## config.mk

```make
export PLATFORM = sky130hd
export DESIGN_NAME = rwm_cfg_regs
export DESIGN_NICKNAME = d
export VERILOG_FILES = /design/src/sv/rwm_pkg.sv /design/src/sv/rwm_cfg_regs.sv
export SDC_FILE = /design/constraint.sdc
export NUM_CORES = 1
export LEC_CHECK = 0
export CAP_MARGIN = 30
export CORE_UTILIZATION = 40
export CTS_CLUSTER_DIAMETER = 80
export DETAILED_ROUTE_END_ITERATION = 10
export DONT_BUFFER_PORTS = 1
export GPL_TIMING_DRIVEN = 0
export MAX_ROUTING_LAYER = met4
export PLACE_DENSITY = 0.63
export SLEW_MARGIN = 20
export SYNTH_ARGS = -nofsm -noshare
export SYNTH_HDL_FRONTEND = slang
export SYNTH_SLANG_ARGS = --single-unit
```

## constraint.sdc

```tcl
create_clock -name i_clk -period 1.2 [get_ports i_clk]
set_input_delay 0.36 -clock i_clk [delete_from_list [all_inputs] [get_ports i_clk]]
set_output_delay 0.36 -clock i_clk [all_outputs]
set_load 0.01 [all_outputs]
```

## src/sv/rwm_pkg.sv

```systemverilog
`default_nettype none
// ----------------------------------------------------------------------------
// rwm_pkg: shared types, constants and helpers of the rectilinear warp map
// Field widths, fixed-point formats, register codes, the register set type
// and the rounding and saturation helpers of the datapath.
// ----------------------------------------------------------------------------
package rwm_pkg;

    // port widths
    localparam int PIX_W      = 14;
    localparam int OUT_W      = 24;
    localparam int CFG_IDX_W  = 3;
    localparam int CFG_DATA_W = 48;
    localparam int COEF_W     = 24;

    // fixed-point formats
    localparam int PIX_FRAC  = 8;
    localparam int INV_FRAC  = 31;
    localparam int NORM_FRAC = 24;

    // saturation limits as powers of two
    localparam int NORM_LIM_LG   = 25;
    localparam int FACTOR_LIM_LG = 31;
    localparam int OFFSET_LIM_LG = 34;
    localparam int OUT_LIM_LG    = 23;

    // parameter defaults
    localparam int MAX_DIM_DEF    = 16384;
    localparam int COEF_FRAC_DEF  = 20;

    // pipeline depth, input register to output register
    localparam int NSTG = 15;

    // reset value of the constant radial coefficient (1.0)
    localparam logic [COEF_W-1:0] K0_RESET = 24'h100000;

    // register codes
    typedef enum logic [CFG_IDX_W-1:0] {
        CFG_CENTER     = 3'd0,
        CFG_RADIUS     = 3'd1,
        CFG_INV_RADIUS = 3'd2,
        CFG_K0         = 3'd3,
        CFG_K1         = 3'd4,
        CFG_K2         = 3'd5,
        CFG_K3         = 3'd6,
        CFG_TANGENT    = 3'd7
    } t_cfg_idx;

    // register set as seen by the datapath
    typedef struct packed {
        logic [21:0]              center_x;
        logic [21:0]              center_y;
        logic [22:0]              radius;
        logic [31:0]              inv_radius;
        logic signed [COEF_W-1:0] k0;
        logic signed [COEF_W-1:0] k1;
        logic signed [COEF_W-1:0] k2;
        logic signed [COEF_W-1:0] k3;
        logic signed [COEF_W-1:0] p1;
        logic signed [COEF_W-1:0] p2;
    } t_cfg;

    // round half up, then arithmetic shift right
    function automatic logic signed [63:0] rshr64(input logic signed [63:0] v,
                                                  input int sh);
        rshr64 = (v + (64'sd1 <<< (sh - 1))) >>> sh;
    endfunction

    // saturate to [-2^lg, 2^lg - 1]
    function automatic logic signed [63:0] clamp64(input logic signed [63:0] v,
                                                   input int lg);
        logic signed [63:0] lim;
        lim = 64'sd1 <<< lg;
        if (v > lim - 64'sd1) begin
            clamp64 = lim - 64'sd1;
        end else if (v < -lim) begin
            clamp64 = -lim;
        end else begin
            clamp64 = v;
        end
    endfunction

    // true when clamp64 would saturate
    function automatic logic over64(input logic signed [63:0] v, input int lg);
        logic signed [63:0] lim;
        lim = 64'sd1 <<< lg;
        over64 = (v > lim - 64'sd1) || (v < -lim);
    endfunction

endpackage
`default_nettype wire

```

## src/sv/rwm_cfg_regs.sv

```systemverilog
`default_nettype none
// ----------------------------------------------------------------------------
// rwm_cfg_regs: configuration registers of the rectilinear warp map
// Decodes register writes and holds the lens model parameters.
// ----------------------------------------------------------------------------
module rwm_cfg_regs (
    input  logic                             i_clk,
    input  logic                             i_rst_n,
    input  logic                             i_cfg_valid,
    input  logic [rwm_pkg::CFG_IDX_W-1:0]    i_cfg_index,
    input  logic [rwm_pkg::CFG_DATA_W-1:0]   i_cfg_data,
    output rwm_pkg::t_cfg                    o_cfg
);
    import rwm_pkg::*;

    t_cfg r_cfg;

    // register write decode
    always_ff @(posedge i_clk) begin
        if (!i_rst_n) begin
            r_cfg            <= '0;
            r_cfg.k0         <= K0_RESET;
        end else if (i_cfg_valid) begin
            unique case (t_cfg_idx'(i_cfg_index))
                CFG_CENTER: begin
                    r_cfg.center_x <= i_cfg_data[21:0];
                    r_cfg.center_y <= i_cfg_data[43:22];
                end
                CFG_RADIUS:     r_cfg.radius     <= i_cfg_data[22:0];
                CFG_INV_RADIUS: r_cfg.inv_radius <= i_cfg_data[31:0];
                CFG_K0:         r_cfg.k0         <= i_cfg_data[COEF_W-1:0];
                CFG_K1:         r_cfg.k1         <= i_cfg_data[COEF_W-1:0];
                CFG_K2:         r_cfg.k2         <= i_cfg_data[COEF_W-1:0];
                CFG_K3:         r_cfg.k3         <= i_cfg_data[COEF_W-1:0];
                CFG_TANGENT: begin
                    r_cfg.p1 <= i_cfg_data[COEF_W-1:0];
                    r_cfg.p2 <= i_cfg_data[2*COEF_W-1:COEF_W];
                end
                default: begin
                end
            endcase
        end
    end

    assign o_cfg = r_cfg;

endmodule
`default_nettype wire

```

==> reports/metrics.yaml, run 1 <==
sta:
  setup_slack_ns: -0.0560
  holdWs_ns: 0.0187
  drv_slew: 0
  timing.final.crit_share_pct: 105
  rsz0062_at_grt: "yes"
  layout_min_cycle_time_ns: 1.26
  clock.fmax_ghz: 0.796
  setup_viol: 243
  fin_skew_ns: 0
  finalHoldViolCount: 0
  maxSlewHeadroom_pct: 47.7
  worstMarginPinSlew_ns: 0.785
drt:
  wl_per_cell_um: 21.9
  vias: 6021
  drtPass1Iterations: 4
  post_drt_via_cell_ratio: 5.09
  drtIter0Drc: 196
  drc_errors: 0
  drtAntennaViolNets: 0
  drt-total-wl_um: 25900
hold_path:
  worstHoldStart: "i_cfg_data[39]"
  hold_depth: 2
  hold_path_class: "in -> reg"
global_routing:
  grt_first_pass_wirelength_um: 37000
  antenna_found_initial: 0
  first_global_vias: 5956
  grtUsageTotal_pct: 22.5
  overflow: 0
  grt_start_max_net_pins: 14
finish:
  antenna_cells: 0
  postLayoutCellArea_um2: 10800
  drive_gt1_share_pct: 35.4
  syn_to_final_growth_pct: 21.1
  largest_reg_flops: 243
  layout_common_cells: "nand2_1 (288), mux2i_1 (243), dfxtp_2 (136)"
  fillers: 1990
  nets: 941
  final_common_cell: "nand2_1"
placement:
  finalWeightedCongestion: 0.778
  dp.final_hpwl_um: 17900
  placed_area_um2: 9250
  portBuffers: 0
run:
  drv_cap: 0
synthesis:
  synth_top_family_by_area: "multiplexers"
  synthXorXnorAreaFrac_pct: 0
  synth_compound_area_share_pct: 0
  synth_mux_area_share_pct: 27.4
  syn_area_per_cell_um2: 10.5
  synthCells: 847
  synth-simple-area-share_pct: 13.3
  ys_ff_latch: 243
  ys_seq_area_share_pct: 54.7
  synthAdderAreaFrac_pct: 0
  synth.distinct_cells: 15
  synth_nets: 901
  synth_area_um2: 8890
  ys_warn_count: 0
clock_network:
  cts.reportedPaths.clkPinSlew_ns: 0.06
  cts.htree.levels: 1
  insertion_delay_ns: 0.51
  cts_buffers: 25
  cts_sinks: 243
  cts_tree: "yes"
  cts-root-buf: "clkbuf_16"
  cts_buffer_depth: 3
pwr:
  p_per_area_nw_per_um2: 1560
  p_leak_uw: 0.00491
  clockPowerShare_pct: 45.5
  seq_power_share_pct: 49.5
  internal-power_uw: 12900
  p_sw_share_pct: 23.1
  p_comb_share_pct: 5.0
  p_switching_uw: 3890
  ir_drop_uv: 933
run_status:
  violations: "setup timing"
  status: "complete, but fails checks"
worst_setup_path:
  arrival_ns: 0.90
  endpoint_kind: "primary output"
  startpoint_type: "register"
  crit_fanout: 2
  reg2reg_depth: 2
  cp.required_ns: 0.84
  path_class: "reg -> out"
  startpoint: "o_cfg[144]$_SDFFE_PN0P_"
  r2r_start: "o_cfg[13]$_SDFFE_PN0P_"
  path_depth: 0
floorplan:
  start_util_pct: 40.7
  dieHeight_um: 151
  rows: 54
  die_area_um2: 22800
  ioPinCount: 297
  coreArea_um2: 21800
  die_x_um: 151
## worst paths after layout
path | end | slack [ns]
min | o_cfg[216]$_SDFFE_PN0P_ | 0.02
max reg2reg | o_cfg[13]$_SDFFE_PN0P_ | 0.49
min reg2reg | o_cfg[67]$_SDFFE_PN0P_ | 0.48
max | o_cfg[144] | -0.06
## power by group through the flow
stage	Combinational, uW	Clock [uW]	Sequential, uW
after global placement	805	0	8650
after CTS	854	7840	8400
after detailed placement	817	0	8650
final	844	7640	8310
after floorplan	565	0	8590
after global routing	920	8140	8330
## final cells by class
class / count / area, um2 / share of cell area [%]
buffer: 61 / 408 / 3.79
clock buffer: 34 / 709 / 6.59
multi-input combinational: 543 / 3630 / 33.7
clock inverter: 9 / 95.1 / 0.884
tap: 280 / 350 / 3.26
timing repair buffer: 13 / 130 / 1.21
sequential: 243 / 5440 / 50.5
## kinds of logic after synthesis
family	count (synthesis)
buffers and inverters	61
DFF	243
muxes	243
and+or+nand+nor	300
## through the flow
| step | setup WS (ns) | cells | utilization (%) | total power [uW] | setup TNS [ns] |
|---|---|---|---|---|---|
| after global placement | -0.505 | 1127 | 42.4 | 9460 | -60.51 |
| final | -0.0560 | 1183 | 49.3 | 16800 | -6.44 |
| after global routing | -0.0825 | 1183 | 49.3 | 17400 | -13.06 |
| after CTS | -0.0798 | 1183 | 48.7 | 17100 | -12.34 |
| after floorplan | 0.00969 | 847 | - | 9160 | 0 |
| after detailed placement | -0.526 | 1127 | 42.4 | 9470 | -64.77 |
## synth_stat cells, drive strengths merged
cell / instances / area (um2)
clkbuf: 21 / 78.8
nand2: 290 / 1090
nor2b: 2 / 12.5
and4bb: 1 / 12.5
nand4bb: 2 / 22.5
mux2i: 243 / 2430
nand4: 1 / 6.26
dfxtp: 243 / 4860
buf: 40 / 328
nor4b: 1 / 15.0
nand4b: 3 / 26.3
## routing by layer
metal	part of all wire, %	track usage (%)	vias up
met2	47	36.6	207
met5	0	-	-
met4	2.7	7.20	0
met1	42	27.0	2897
met3	8.1	5.90	45
li1	-	-	2872
## repair_timing
item / in CTS / in global routing
resized for setup: 299 / 55
endpoints found under the setup margin: 243 / 250
buffers inserted: 0 / 0
hold buffers: 13 / 0
hold endpoints to repair: 14 / 0
(Power assumes the default switching activity.)
==> run 2: changes to the inputs <==
Settings changed: CORE_UTILIZATION 40 to 46, PLACE_DENSITY 0.63 to 0.7.
Clock period 1.2 ns to 1.1 ns, I/O delays scaled along.
==> reports/metrics.yaml, run 2 (same netlist as run 1, synthesis figures left out) <==
run_status:
  status: "complete, but fails checks"  # unchanged
  violations: "setup timing"  # unchanged
floorplan:
  coreArea_um2: 18800  # was 21800 um2
  die_x_um: 141  # was 151 um
  dieHeight_um: 141  # was 151 um
  rows: 50  # was 54
  die_area_um2: 19900  # was 22800 um2
  start_util_pct: 47.2  # was 40.7%
  ioPinCount: 297  # unchanged
finish:
  multiInputGateArea_um2: 3630  # unchanged
  drive_gt1_share_pct: 34.7  # was 35.4%
  antenna_cells: 0  # unchanged
  fin_util_pct: 56.9  # was 49.3%
  nets: 948  # was 941
  seq_area_um2: 5410  # was 5440 um2
  largest_reg_flops: 243  # unchanged
  layout_common_cells: "nand2_1 (288), mux2i_1 (243), dfxtp_2 (145)"  # was nand2_1 (288), mux2i_1 (243), dfxtp_2 (136)
  syn_to_final_growth_pct: 20.5  # was 21.1%
  fillers: 1611  # was 1990
  final_common_cell: "nand2_1"  # unchanged
run:
  drv_cap: 0  # unchanged
global_routing:
  grtUsageTotal_pct: 25.3  # was 22.5%
  first_global_vias: 6037  # was 5956
  grt_first_pass_wirelength_um: 36900  # was 37000 um
  antenna_found_initial: 0  # unchanged
  grt_start_max_net_pins: 14  # unchanged
  overflow: 0  # unchanged
clock_network:
  cts_buffers: 24  # was 25
  cts_tree: "yes"  # unchanged
  cts.htree.levels: 1  # unchanged
  cts_setup_buffers: 0  # unchanged
  cts_sinks: 243  # unchanged
  cts_buffer_depth: 3  # unchanged
  insertion_delay_ns: 0.51  # about the same
  cts.reportedPaths.clkPinSlew_ns: 0.06  # about the same
  cts-root-buf: "clkbuf_16"  # unchanged
drt:
  vias: 6150  # was 6021
  drtPass1Iterations: 4  # unchanged
  drc_errors: 0  # unchanged
  post_drt_via_cell_ratio: 5.28  # was 5.09
  drtAntennaViolNets: 0  # unchanged
  drtIter0Drc: 254  # was 196
  wl_per_cell_um: 21.4  # was 21.9 um
  drt-total-wl_um: 25000  # was 25900 um
worst_setup_path:
  arrival_ns: 0.89  # was 0.90 ns
  path_class: "reg -> out"  # unchanged
  endpoint_kind: "primary output"  # unchanged
  startpoint: "o_cfg[94]$_SDFFE_PN0P_"  # was o_cfg[144]$_SDFFE_PN0P_
  cp.required_ns: 0.77  # was 0.84 ns
  crit_fanout: 2  # unchanged
  startpoint_type: "register"  # unchanged
  r2r_start: "o_cfg[40]$_SDFFE_PN0P_"  # was o_cfg[13]$_SDFFE_PN0P_
sta:
  layout_min_cycle_time_ns: 1.22
  setup_viol: 243  # unchanged
  drv_slew: 0  # unchanged
  rsz0062_at_grt: "yes"  # unchanged
  maxSlewHeadroom_pct: 52.4  # was 47.7%
  worstMarginPinSlew_ns: 0.714  # was 0.785 ns
  fin_skew_ns: 0  # unchanged
  timing.final.crit_share_pct: 111
  clock.fmax_ghz: 0.820
  finalHoldViolCount: 0  # unchanged
  holdWs_ns: 0.0317  # was 0.0187 ns
  setup_slack_ns: -0.119  # was -0.0560 ns
placement:
  dp.final_hpwl_um: 17100  # was 17900 um
  finalWeightedCongestion: 0.792  # was 0.778
  dp_worst_setup_slack_ns: -0.496  # was -0.526 ns
  portBuffers: 0  # unchanged
pwr:
  p_sw_share_pct: 23.3  # was 23.1%
  p_leak_uw: 0.00489  # was 0.00491 uW
  clockPowerShare_pct: 43.4  # was 45.5%
  ir_drop_uv: 1100  # was 933 uV
  p_comb_share_pct: 5.3  # was 5.0%
  power_uw: 17700  # was 16800 uW
  seq_power_share_pct: 51.3  # was 49.5%
  internal-power_uw: 13600  # was 12900 uW
  p_per_area_nw_per_um2: 1650  # was 1560 nW/um2
  p_switching_uw: 4120  # was 3890 uW
hold_path:
  hold_path_class: "in -> reg"  # unchanged
  worstHoldStart: "i_cfg_data[30]"  # was i_cfg_data[39]
## run 2: changes by cell type in the layout (fill, tap and decap cells not counted), moves of 2 or more
cell / delta
clkbuf_8: -4
dfxtp_2: +9
dlygate4sd3_1: +8
clkinv_2: -2
dfxtp_4: -9
## run 2: layout make-up
cell class / instances / share of cell area (%)
tap: 260 / 3.04
timing repair buffer: 21 / 1.96
clock inverter: 7 / 0.584
buffer: 61 / 3.83
clock buffer: 30 / 6.11
multi-input combinational: 543 / 33.9
sequential: 243 / 50.6
## run 2: final timing paths
check                            endpoint  slack (ns)  depth (start not counted)
hold reg to reg   o_cfg[233]$_SDFFE_PN0P_        0.48                          2
setup / recovery                o_cfg[94]       -0.12                          0
hold / removal    o_cfg[174]$_SDFFE_PN0P_        0.03                          2
setup reg to reg   o_cfg[40]$_SDFFE_PN0P_        0.42                          2
## run 2: metal layers
metal / share of wire [%] / up-vias / GRT usage [%]
met3: 7.4 / 50 / 6.73
met4: 3.0 / 0 / 8.12
met2: 47 / 230 / 41.5
met5: 0 / - / -
li1: - / 2897 / -
met1: 42 / 2973 / 30.3
## run 2: power by group through the flow
stage          sequential, uW  clock (uW)  combinational (uW)
4_1_cts                  9170        7840                 940
2_1_floorplan            9370           0                 616
3_3_place_gp             9440           0                 862
5_1_grt                  9100        8210                1010
3_5_place_dp             9440           0                 875
6_report                 9080        7670                 933
## run 2: what timing repair did
item / CTS / global route
setup endpoints to repair: 243 / 252
gates cloned: 0 / 0
resized for setup: 297 / 49
hold endpoints to repair: 36 / 0
hold buffers: 21 / 0
## run 2: metrics by stage
step                instances  cell area, um2  setup TNS, ns
floorplan                 847            8900          -2.38
global placement         1107            9220         -70.48
global route             1165           10700         -30.12
CTS                      1165           10600         -28.05
detailed placement       1107            9220         -75.04
finish                   1165           10700         -23.53
